$ cat config.mk
export PLATFORM = sky130hd
export DESIGN_NAME = tlv_config_record_parser_flat
export DESIGN_NICKNAME = d
export VERILOG_FILES = /design/src/hw/rtl/tlvp_pkg.sv /design/src/hw/rtl/tlvp_if.sv /design/src/hw/rtl/tlvp_front.sv /design/src/hw/rtl/tlvp_queue.sv /design/src/hw/rtl/tlvp_back.sv /design/src/hw/rtl/tlv_config_record_parser.sv /design/src/flat_wrapper.sv
export SDC_FILE = /design/constraint.sdc
export NUM_CORES = 1
export LEC_CHECK = 0
export BUFFER_PORTS_ARGS = -buffer_cell sky130_fd_sc_hd__buf_2
export CAP_MARGIN = 20
export CORE_UTILIZATION = 35
export DETAILED_ROUTE_END_ITERATION = 6
export HOLD_SLACK_MARGIN = 0.06
export PLACE_DENSITY = 0.57
export SYNTH_ARGS = -nofsm -noshare
export SYNTH_HDL_FRONTEND = slang
export SYNTH_SLANG_ARGS = --single-unit
$ cat constraint.sdc
create_clock -name clk -period 10.2 [get_ports clk]
set_input_delay 2.55 -clock clk [delete_from_list [all_inputs] [get_ports clk]]
set_output_delay 2.55 -clock clk [all_outputs]
set_load 0.005 [all_outputs]
$ cat src/hw/rtl/tlvp_pkg.sv
// Shared tags, parser phases, result kinds and result word type for the TLV record parser.
package tlvp_pkg;

  // Record tags
  localparam logic [31:0] TAG_START     = 32'h0000_0000;
  localparam logic [31:0] TAG_FILENAME  = 32'h0000_0001;
  localparam logic [31:0] TAG_PARTITION = 32'h0000_0002;
  localparam logic [31:0] TAG_ADD       = 32'h0000_0003;
  localparam logic [31:0] TAG_RM        = 32'h0000_0004;
  localparam logic [31:0] TAG_DATA      = 32'h0000_0005;
  localparam logic [31:0] TAG_MODE      = 32'h0000_0006;
  localparam logic [31:0] TAG_OWNER     = 32'h0000_0007;
  localparam logic [31:0] TAG_END       = 32'hFFFF_FFFF;

  // Parser phases
  localparam int unsigned PHASE_W = 3;
  localparam logic [PHASE_W-1:0] PH_OUTER_TAG  = 3'd0;
  localparam logic [PHASE_W-1:0] PH_OUTER_LEN  = 3'd1;
  localparam logic [PHASE_W-1:0] PH_SKIP       = 3'd2;
  localparam logic [PHASE_W-1:0] PH_START_WORD = 3'd3;
  localparam logic [PHASE_W-1:0] PH_INNER_TAG  = 3'd4;
  localparam logic [PHASE_W-1:0] PH_INNER_LEN  = 3'd5;
  localparam logic [PHASE_W-1:0] PH_STREAM     = 3'd6;
  localparam logic [PHASE_W-1:0] PH_WORD       = 3'd7;

  // Result kinds
  localparam logic [2:0] KIND_FILENAME = 3'd0;
  localparam logic [2:0] KIND_OWNER    = 3'd1;
  localparam logic [2:0] KIND_DATA     = 3'd2;
  localparam logic [2:0] KIND_DONE     = 3'd3;
  localparam logic [2:0] KIND_BUF_END  = 3'd4;
  localparam logic [2:0] KIND_TRUNC    = 3'd5;

  // Held flag bits
  localparam int unsigned FLAG_PART = 0;
  localparam int unsigned FLAG_MODE = 1;
  localparam int unsigned FLAG_RM   = 2;

  // Result queue
  localparam int unsigned QDEPTH = 2;
  localparam int unsigned QAW    = $clog2(QDEPTH);
  localparam int unsigned QCW    = $clog2(QDEPTH + 1);

  typedef struct packed {
    logic [2:0]  result_kind;
    logic [7:0]  payload_byte;
    logic [31:0] partition_id;
    logic        partition_given;
    logic [31:0] file_mode;
    logic        mode_given;
    logic        remove_action;
    logic [31:0] data_length;
    logic        buffer_done;
  } tlvp_res_t;

  typedef struct packed {
    logic      valid;
    tlvp_res_t res;
  } tlvp_xfer_t;

endpackage

$ cat src/hw/rtl/tlvp_if.sv
// Byte input and result output channel interfaces of the TLV record parser.
interface tlvp_in_if;
  logic       valid;
  logic       ready;
  logic [7:0] data_byte;
  logic       buffer_last;

  modport source (output valid, output data_byte, output buffer_last, input ready);
  modport sink   (input valid, input data_byte, input buffer_last, output ready);
endinterface

interface tlvp_out_if;
  logic        valid;
  logic        ready;
  logic [2:0]  result_kind;
  logic [7:0]  payload_byte;
  logic [31:0] partition_id;
  logic        partition_given;
  logic [31:0] file_mode;
  logic        mode_given;
  logic        remove_action;
  logic [31:0] data_length;
  logic        buffer_done;

  modport source (
    output valid, output result_kind, output payload_byte, output partition_id,
    output partition_given, output file_mode, output mode_given,
    output remove_action, output data_length, output buffer_done,
    input ready
  );
  modport sink (
    input valid, input result_kind, input payload_byte, input partition_id,
    input partition_given, input file_mode, input mode_given,
    input remove_action, input data_length, input buffer_done,
    output ready
  );
endinterface

$ cat src/hw/rtl/tlvp_front.sv
// Front end: accepts buffer bytes, walks the record structure and builds result words.
module tlvp_front (
  input  logic                clk,
  input  logic                rst_n,
  tlvp_in_if.sink             in_bus,
  input  logic                q_full,
  output tlvp_pkg::tlvp_xfer_t push
);
  import tlvp_pkg::*;

  logic [PHASE_W-1:0] phase_r, phase_nxt;
  logic [31:0]        word_shift_r, word_shift_nxt;
  logic [31:0]        tag_r, tag_nxt;
  logic [31:0]        remaining_r, remaining_nxt;
  logic [1:0]         biw_r, biw_nxt;
  logic [31:0]        held_part_r, held_part_nxt;
  logic [31:0]        held_mode_r, held_mode_nxt;
  logic [31:0]        held_dlen_r, held_dlen_nxt;
  logic [2:0]         flags_r, flags_nxt;

  logic        accept;
  logic        word_done;
  logic        have;
  logic        clean;
  logic [31:0] w;
  tlvp_res_t   res;

  assign in_bus.ready = !q_full;
  assign accept = in_bus.valid && in_bus.ready;
  assign w = {word_shift_r[23:0], in_bus.data_byte};

  always_comb begin
    phase_nxt      = phase_r;
    word_shift_nxt = word_shift_r;
    tag_nxt        = tag_r;
    remaining_nxt  = remaining_r;
    biw_nxt        = biw_r;
    held_part_nxt  = held_part_r;
    held_mode_nxt  = held_mode_r;
    held_dlen_nxt  = held_dlen_r;
    flags_nxt      = flags_r;
    word_done      = 1'b0;
    have           = 1'b0;
    clean          = 1'b0;
    res            = '0;

    if (phase_r == PH_SKIP || phase_r == PH_STREAM) begin
      if (phase_r == PH_STREAM) begin
        have = 1'b1;
        res.payload_byte = in_bus.data_byte;
        if (tag_r == TAG_FILENAME) begin
          res.result_kind = KIND_FILENAME;
        end else if (tag_r == TAG_OWNER) begin
          res.result_kind = KIND_OWNER;
        end else begin
          res.result_kind = KIND_DATA;
        end
      end
      remaining_nxt = remaining_r - 32'd1;
      if (remaining_r == 32'd1) begin
        phase_nxt = (phase_r == PH_SKIP) ? PH_OUTER_TAG : PH_INNER_TAG;
      end
    end else begin
      word_shift_nxt = w;
      if (biw_r == 2'd3) begin
        biw_nxt   = 2'd0;
        word_done = 1'b1;
      end else begin
        biw_nxt = biw_r + 2'd1;
      end
    end

    if (word_done) begin
      case (phase_r)
        PH_OUTER_TAG: begin
          tag_nxt   = w;
          phase_nxt = PH_OUTER_LEN;
        end
        PH_OUTER_LEN: begin
          if (tag_r == TAG_START) begin
            phase_nxt = PH_START_WORD;
          end else if (w == 32'd0) begin
            phase_nxt = PH_OUTER_TAG;
          end else begin
            remaining_nxt = w;
            phase_nxt     = PH_SKIP;
          end
        end
        PH_START_WORD: begin
          phase_nxt = PH_INNER_TAG;
        end
        PH_INNER_TAG: begin
          tag_nxt   = w;
          phase_nxt = PH_INNER_LEN;
        end
        PH_INNER_LEN: begin
          if (tag_r inside {TAG_FILENAME, TAG_OWNER, TAG_DATA}) begin
            if (tag_r == TAG_DATA) begin
              held_dlen_nxt = w;
            end
            remaining_nxt = w;
            phase_nxt     = (w == 32'd0) ? PH_INNER_TAG : PH_STREAM;
          end else if (tag_r inside {TAG_PARTITION, TAG_ADD, TAG_RM, TAG_MODE, TAG_END}) begin
            phase_nxt = PH_WORD;
          end else begin
            phase_nxt = PH_INNER_TAG;
          end
        end
        PH_WORD: begin
          phase_nxt = PH_INNER_TAG;
          if (tag_r == TAG_PARTITION) begin
            held_part_nxt        = w;
            flags_nxt[FLAG_PART] = 1'b1;
          end else if (tag_r == TAG_ADD) begin
            flags_nxt[FLAG_RM] = 1'b0;
          end else if (tag_r == TAG_RM) begin
            flags_nxt[FLAG_RM] = 1'b1;
          end else if (tag_r == TAG_MODE) begin
            held_mode_nxt        = w;
            flags_nxt[FLAG_MODE] = 1'b1;
          end else begin
            have                = 1'b1;
            res.result_kind     = KIND_DONE;
            res.partition_id    = flags_r[FLAG_PART] ? held_part_r : 32'd0;
            res.partition_given = flags_r[FLAG_PART];
            res.file_mode       = flags_r[FLAG_MODE] ? held_mode_r : 32'd0;
            res.mode_given      = flags_r[FLAG_MODE];
            res.remove_action   = flags_r[FLAG_RM];
            res.data_length     = held_dlen_r;
            held_part_nxt       = 32'd0;
            held_mode_nxt       = 32'd0;
            held_dlen_nxt       = 32'd0;
            flags_nxt           = 3'd0;
            phase_nxt           = PH_OUTER_TAG;
          end
        end
        default: begin
        end
      endcase
    end

    // Final byte: report the buffer outcome and return to the idle state
    if (in_bus.buffer_last) begin
      clean = (phase_nxt == PH_OUTER_TAG) && (biw_nxt == 2'd0);
      if (!(clean && have && res.result_kind == KIND_DONE)) begin
        res             = '0;
        res.result_kind = clean ? KIND_BUF_END : KIND_TRUNC;
      end
      res.buffer_done = 1'b1;
      have            = 1'b1;
      phase_nxt       = PH_OUTER_TAG;
      word_shift_nxt  = 32'd0;
      tag_nxt         = 32'd0;
      remaining_nxt   = 32'd0;
      biw_nxt         = 2'd0;
      held_part_nxt   = 32'd0;
      held_mode_nxt   = 32'd0;
      held_dlen_nxt   = 32'd0;
      flags_nxt       = 3'd0;
    end
  end

  assign push.valid = accept && have;
  assign push.res   = res;

  always_ff @(posedge clk) begin
    if (!rst_n) begin
      phase_r      <= PH_OUTER_TAG;
      word_shift_r <= 32'd0;
      tag_r        <= 32'd0;
      remaining_r  <= 32'd0;
      biw_r        <= 2'd0;
      held_part_r  <= 32'd0;
      held_mode_r  <= 32'd0;
      held_dlen_r  <= 32'd0;
      flags_r      <= 3'd0;
    end else if (accept) begin
      phase_r      <= phase_nxt;
      word_shift_r <= word_shift_nxt;
      tag_r        <= tag_nxt;
      remaining_r  <= remaining_nxt;
      biw_r        <= biw_nxt;
      held_part_r  <= held_part_nxt;
      held_mode_r  <= held_mode_nxt;
      held_dlen_r  <= held_dlen_nxt;
      flags_r      <= flags_nxt;
    end
  end

endmodule

$ cat src/hw/rtl/tlvp_queue.sv
// Short result queue between the parser front end and the output stage.
module tlvp_queue (
  input  logic                 clk,
  input  logic                 rst_n,
  input  tlvp_pkg::tlvp_xfer_t push,
  output logic                 q_full,
  output tlvp_pkg::tlvp_xfer_t head,
  input  logic                 pop
);
  import tlvp_pkg::*;

  tlvp_res_t        slot_r [QDEPTH];
  logic [QAW-1:0]   wr_ptr_r, wr_ptr_nxt;
  logic [QAW-1:0]   rd_ptr_r, rd_ptr_nxt;
  logic [QCW-1:0]   count_r, count_nxt;
  logic             do_pop;

  assign q_full     = (count_r == QCW'(QDEPTH));
  assign head.valid = (count_r != '0);
  assign head.res   = slot_r[rd_ptr_r];
  assign do_pop     = pop && head.valid;

  always_comb begin
    wr_ptr_nxt = wr_ptr_r;
    rd_ptr_nxt = rd_ptr_r;
    count_nxt  = count_r;
    if (push.valid) begin
      wr_ptr_nxt = (wr_ptr_r == QAW'(QDEPTH - 1)) ? '0 : wr_ptr_r + QAW'(1);
    end
    if (do_pop) begin
      rd_ptr_nxt = (rd_ptr_r == QAW'(QDEPTH - 1)) ? '0 : rd_ptr_r + QAW'(1);
    end
    if (push.valid && !do_pop) begin
      count_nxt = count_r + QCW'(1);
    end else if (!push.valid && do_pop) begin
      count_nxt = count_r - QCW'(1);
    end
  end

  always_ff @(posedge clk) begin
    if (push.valid) begin
      slot_r[wr_ptr_r] <= push.res;
    end
  end

  always_ff @(posedge clk) begin
    if (!rst_n) begin
      wr_ptr_r <= '0;
      rd_ptr_r <= '0;
      count_r  <= '0;
    end else begin
      wr_ptr_r <= wr_ptr_nxt;
      rd_ptr_r <= rd_ptr_nxt;
      count_r  <= count_nxt;
    end
  end

endmodule

$ cat src/hw/rtl/tlvp_back.sv
// Output stage: pulls result words from the queue into the registered result channel.
module tlvp_back (
  input  logic                 clk,
  input  logic                 rst_n,
  input  tlvp_pkg::tlvp_xfer_t head,
  output logic                 pop,
  tlvp_out_if.source           out_bus
);
  import tlvp_pkg::*;

  logic      out_valid_r, out_valid_nxt;
  tlvp_res_t out_res_r;

  // Load a new word when the register is empty or its word is taken this cycle
  assign pop = head.valid && (!out_valid_r || out_bus.ready);

  always_comb begin
    out_valid_nxt = out_valid_r;
    if (pop) begin
      out_valid_nxt = 1'b1;
    end else if (out_bus.ready) begin
      out_valid_nxt = 1'b0;
    end
  end

  always_ff @(posedge clk) begin
    if (!rst_n) begin
      out_valid_r <= 1'b0;
    end else begin
      out_valid_r <= out_valid_nxt;
    end
  end

  always_ff @(posedge clk) begin
    if (pop) begin
      out_res_r <= head.res;
    end
  end

  assign out_bus.valid           = out_valid_r;
  assign out_bus.result_kind     = out_res_r.result_kind;
  assign out_bus.payload_byte    = out_res_r.payload_byte;
  assign out_bus.partition_id    = out_res_r.partition_id;
  assign out_bus.partition_given = out_res_r.partition_given;
  assign out_bus.file_mode       = out_res_r.file_mode;
  assign out_bus.mode_given      = out_res_r.mode_given;
  assign out_bus.remove_action   = out_res_r.remove_action;
  assign out_bus.data_length     = out_res_r.data_length;
  assign out_bus.buffer_done     = out_res_r.buffer_done;

endmodule

$ cat src/hw/rtl/tlv_config_record_parser.sv
// Top level of the TLV configuration record parser: front end, result queue, output stage.
//
// The parser takes one buffer byte per cycle while the result queue has room and gives
// at most one result word per byte. Bytes that only advance the header, length or word
// counters give no word; filename, owner and data payload bytes give one word each, the
// END word of a record gives "record done" with the collected partition, mode, action and
// data length, and the final byte of a buffer (buffer_last) gives "buffer end" or
// "truncated" (or "record done" when it closes a record) with buffer_done set. A word
// passes through the result queue and then the registered output stage. Input ready
// depends only on the two-entry result queue: as long as the output side takes words,
// in_bus.ready stays high and the rate is one byte per cycle; when the output stalls,
// the queue absorbs two words and then ready drops until a word leaves. After
// buffer_last the parser is back in its reset state for the next buffer.
module tlv_config_record_parser (
  input  logic        clk,
  input  logic        rst_n,
  tlvp_in_if.sink     in_bus,
  tlvp_out_if.source  out_bus
);
  import tlvp_pkg::*;

  tlvp_xfer_t push;
  tlvp_xfer_t head;
  logic       q_full;
  logic       pop;

  // Parse: classify each byte and build the result word it causes
  tlvp_front u_front (
    .clk    (clk),
    .rst_n  (rst_n),
    .in_bus (in_bus),
    .q_full (q_full),
    .push   (push)
  );

  // Buffer result words so the parser keeps going while the output stalls
  tlvp_queue u_queue (
    .clk    (clk),
    .rst_n  (rst_n),
    .push   (push),
    .q_full (q_full),
    .head   (head),
    .pop    (pop)
  );

  // Present words on the registered output channel
  tlvp_back u_back (
    .clk     (clk),
    .rst_n   (rst_n),
    .head    (head),
    .pop     (pop),
    .out_bus (out_bus)
  );

endmodule

$ cat src/flat_wrapper.sv
// flat-port wrapper written by rule: the top's interface ports become plain ports
module tlv_config_record_parser_flat import tlvp_pkg::*;
  (clk, rst_n, in_bus_valid, in_bus_data_byte, in_bus_buffer_last, in_bus_ready, out_bus_valid, out_bus_result_kind, out_bus_payload_byte, out_bus_partition_id, out_bus_partition_given, out_bus_file_mode, out_bus_mode_given, out_bus_remove_action, out_bus_data_length, out_bus_buffer_done, out_bus_ready);
  tlvp_in_if in_bus_i ();
  tlvp_out_if out_bus_i ();
  input  logic clk;
  input  logic rst_n;
  input wire logic [$bits(in_bus_i.valid)-1:0] in_bus_valid;
  input wire logic [$bits(in_bus_i.data_byte)-1:0] in_bus_data_byte;
  input wire logic [$bits(in_bus_i.buffer_last)-1:0] in_bus_buffer_last;
  output wire logic [$bits(in_bus_i.ready)-1:0] in_bus_ready;
  output wire logic [$bits(out_bus_i.valid)-1:0] out_bus_valid;
  output wire logic [$bits(out_bus_i.result_kind)-1:0] out_bus_result_kind;
  output wire logic [$bits(out_bus_i.payload_byte)-1:0] out_bus_payload_byte;
  output wire logic [$bits(out_bus_i.partition_id)-1:0] out_bus_partition_id;
  output wire logic [$bits(out_bus_i.partition_given)-1:0] out_bus_partition_given;
  output wire logic [$bits(out_bus_i.file_mode)-1:0] out_bus_file_mode;
  output wire logic [$bits(out_bus_i.mode_given)-1:0] out_bus_mode_given;
  output wire logic [$bits(out_bus_i.remove_action)-1:0] out_bus_remove_action;
  output wire logic [$bits(out_bus_i.data_length)-1:0] out_bus_data_length;
  output wire logic [$bits(out_bus_i.buffer_done)-1:0] out_bus_buffer_done;
  input wire logic [$bits(out_bus_i.ready)-1:0] out_bus_ready;
  assign in_bus_i.valid = in_bus_valid;
  assign in_bus_i.data_byte = in_bus_data_byte;
  assign in_bus_i.buffer_last = in_bus_buffer_last;
  assign in_bus_ready = in_bus_i.ready;
  assign out_bus_valid = out_bus_i.valid;
  assign out_bus_result_kind = out_bus_i.result_kind;
  assign out_bus_payload_byte = out_bus_i.payload_byte;
  assign out_bus_partition_id = out_bus_i.partition_id;
  assign out_bus_partition_given = out_bus_i.partition_given;
  assign out_bus_file_mode = out_bus_i.file_mode;
  assign out_bus_mode_given = out_bus_i.mode_given;
  assign out_bus_remove_action = out_bus_i.remove_action;
  assign out_bus_data_length = out_bus_i.data_length;
  assign out_bus_buffer_done = out_bus_i.buffer_done;
  assign out_bus_i.ready = out_bus_ready;
  tlv_config_record_parser u_core (.clk(clk), .rst_n(rst_n), .in_bus(in_bus_i), .out_bus(out_bus_i));
endmodule
==> metrics.cfg <==
[outcome]
status=finished clean

[setup_path]
path_cells=buf_2, and2_1, o31a_1, and2_4, buf_4
cp.arrival_ps=5180
cp_slowest_stage_delay_ps=760
crit_required_ps=10420
worst_path_max_delay_cell=buf_4
cp_top_family=simple AND/OR/NAND/NOR gates
timing.critical_path.buf_inv=2
worst-setup-path-type=input port to flip-flop
cp-end-kind=flip-flop
path_max_fanout=60
cp-start-kind=input port

[timing]
finalCritPeriodShare_pct=48.6
fin_skew_ps=17.0
grt_setup_unrepaired=no
setup_viol=0
hold_ws_ps=460
slew_viol_final=0
min_period_ps=4960
worstMarginPinSlew_ps=1090
fin_setup_tns_ps=0
hold_viol_final=0
relSlewSlack_pct=27.0
max_freq_ghz=0.202

[final_layout]
final_nets=1673
area_delta_synth_final_pct=15.6
num-fill-cells=5401
n_antenna_cell=0
drive_gt1_share_pct=21.5

[cts]
cts_resized=0
postCtsSetupBuffers=0
postCtsHoldBufs=0
cts.sinks=530
htreeDepth=2
cts-root-buf=clkbuf_16
cts_made_buffers=56
cts_buffer_depth=3
cts_tree=done
clk_latency_ps=610
cts.clk_slew.worst_paths_ps=60

[detailed_routing]
drt-pass1-iter-count=5
totalWireLength_mm=50.5
drt_iter0_drc=976
wl_per_cell_um=20.4
num_vias=12800
route.detailed.drc=0
ant_nets=0
vias_per_cell=5.18

[placement]
dpl.hpwl_mm=30.2
finalWeightedCongestion=0.849
io_buffers=125

[floorplanning]
rows=88
io_pins=126
die_h_um=244
coreArea_um2=57700
die_x_um=244
start_util_pct=35.4
die_area_um2=59400

[job]
maxCapViolCount=0

[global_routing]
grt.total_usage_pct=16.8
antenna_found_initial=2
grt_max_degree=85
grt_pass1_vias=12500
grt_pass1_wl_mm=76.5
grt.overflow.total=0

[yosys]
synth_seq_cells=530
yosysSeqAreaShare_pct=68.2
syn-instance-count=1554
synth-async-reset-ratio_pct=0
yosys-top-cells-area=edfxtp_1, dfxtp_1, mux2_2, nand2_1, and3_1
ys_types=68
syn_area_um2=20500
synth_edf_count=333
syn_nets=1571
synth_area_per_cell_um2=13.2
yosysTopAreaCell=edfxtp_1
yosys_most_used_dff=edfxtp_1
yosys_warnings=0
synth_top_area_share_pct=48.9

[pwr]
cellLeakagePower_nw=8.55
p_per_area_nw_per_um2=234
power_w=0.00554
vdd_drop_max_mv=0.165

[min_path]
worst_hold_path_type=flip-flop to flip-flop

cells in the final DEF (no fill, tap or decap), types with 8 or more instances in the layout:
| cell | instances |
|---|---|
| clkbuf_16 | 58 |
| and3_1 | 69 |
| nand2_1 | 151 |
| dfxtp_1 | 196 |
| nand3_1 | 14 |
| inv_1 | 11 |
| nor2b_1 | 30 |
| clkbuf_1 | 16 |
| buf_4 | 16 |
| a22oi_1 | 35 |
| clkbuf_8 | 8 |
| o21ai_1 | 33 |
| nor2_1 | 91 |
| nor3b_1 | 8 |
| mux2_2 | 111 |
| edfxtp_1 | 333 |
| a22o_1 | 34 |
| nand4_1 | 10 |
| and2_1 | 45 |
| clkinv_2 | 10 |
| mux2i_1 | 9 |
| a32o_1 | 30 |
| o2bb2ai_1 | 16 |
| nor4_1 | 15 |
| nor3_1 | 33 |
| buf_2 | 125 |
| a21oi_1 | 85 |
report_power, final:
group	leakage, nW	switching [W]	internal, W
registers	4.82	0.000117	0.00261
logic	2.82	0.000471	0.000318
clock network	0.914	0.000847	0.00118
kinds of logic after synthesis:
family          synth area share [%]
mux                             6.55
fa+ha+maj                      0.245
flops                           68.2
compound gates                  9.67
buf+inv                         2.47
xor+xnor                       0.171
simple gates                    12.7
metal layers:
metal / global-route usage, % / up-vias / share of wire [%]
li1: - / 6012 / -
met2: 26.0 / 410 / 45
met4: 5.96 / 2 / 3.2
met5: 0 / - / 0.022
met1: 23.8 / 6274 / 46
met3: 2.50 / 89 / 5.6
Yosys cell counts, types with 2 or more instances:
cell,instances
edfxtp_1,333
dfxtp_1,197
nand2_1,151
mux2_2,111
nor2_1,94
a21oi_1,86
and3_1,69
clkbuf_1,68
and2_1,46
a22oi_1,35
o21ai_1,35
a22o_1,34
nor3_1,33
nor2b_1,31
a32o_1,30
buf_2,16
o2bb2ai_1,16
nor4_1,15
nand3_1,14
inv_1,12
nand4_1,10
buf_6,9
mux2i_1,9
nor3b_1,8
buf_1,6
o21ai_0,6
or3_1,6
nand2b_1,5
nor4_2,5
a21o_1,4
ha_1,4
or4_1,4
a31o_1,3
a32oi_1,3
and4_1,3
o22ai_1,3
nand4_2,2
nor4_4,2
o21a_1,2
o221a_1,2
o31a_1,2
o31ai_1,2
xnor2_1,2
xor2_1,2
cell type report:
| type | instances | area, µm² | share of cell area [%] |
|---|---|---|---|
| inverters | 12 | 45.0 | 0.190 |
| well taps | 765 | 957 | 4.05 |
| flip-flops and latches | 530 | 13900 | 59.0 |
| clock buffers | 82 | 1620 | 6.86 |
| clock inverters | 24 | 239 | 1.01 |
| repair buffers | 143 | 788 | 3.33 |
| multi-input cells | 913 | 6050 | 25.6 |
worst paths after layout:
path                                   from                        endpoint  slack [ps]  cells after the start
min reg2reg  u_core.u_front.remaining_r[18]  u_core.u_front.remaining_r[18]         460                      1
min          u_core.u_front.remaining_r[18]  u_core.u_front.remaining_r[18]         460                      1
max                            in_bus_valid   u_core.u_queue.slot_r[1][101]        5240                      5
max reg2reg       u_core.u_front.phase_r[1]   u_core.u_queue.slot_r[1][101]        6580                      6
worst register-to-register path: stages (launching register included):
cell and delay [ps]:
dfxtp_1 520, nor2b_1 640, nand2_1 220, inv_1 120
o31a_1 240, and2_4 650, buf_4 780
state kept, by name (all words and copies together) (netlist names), 8 cells and up:
signal,flops
u_core.u_queue.slot_r,222
u_core.u_back.out_bus.data_length,32
u_core.u_back.out_bus.file_mode,32
u_core.u_back.out_bus.partition_id,32
u_core.u_front.held_dlen_r,32
u_core.u_front.held_mode_r,32
u_core.u_front.held_part_r,32
u_core.u_front.remaining_r,32
u_core.u_front.tag_r,32
u_core.u_front.word_shift_r,24
u_core.u_back.out_bus.payload_byte,8
metrics by stage:
step | cells | utilization [%] | cell area (µm²) | setup slack [ps]
2_1_floorplan | 1554 | - | 20500 | 1510
3_3_place_gp | 2361 | 37.7 | 21700 | 4660
3_5_place_dp | 2362 | 37.7 | 21800 | 4560
4_1_cts | 2468 | 41.0 | 23600 | 5210
5_1_grt | 2469 | 41.0 | 23700 | 5100
6_report | 2469 | 41.0 | 23700 | 5240
No activity file was read; power rests on OpenSTA's default activity.
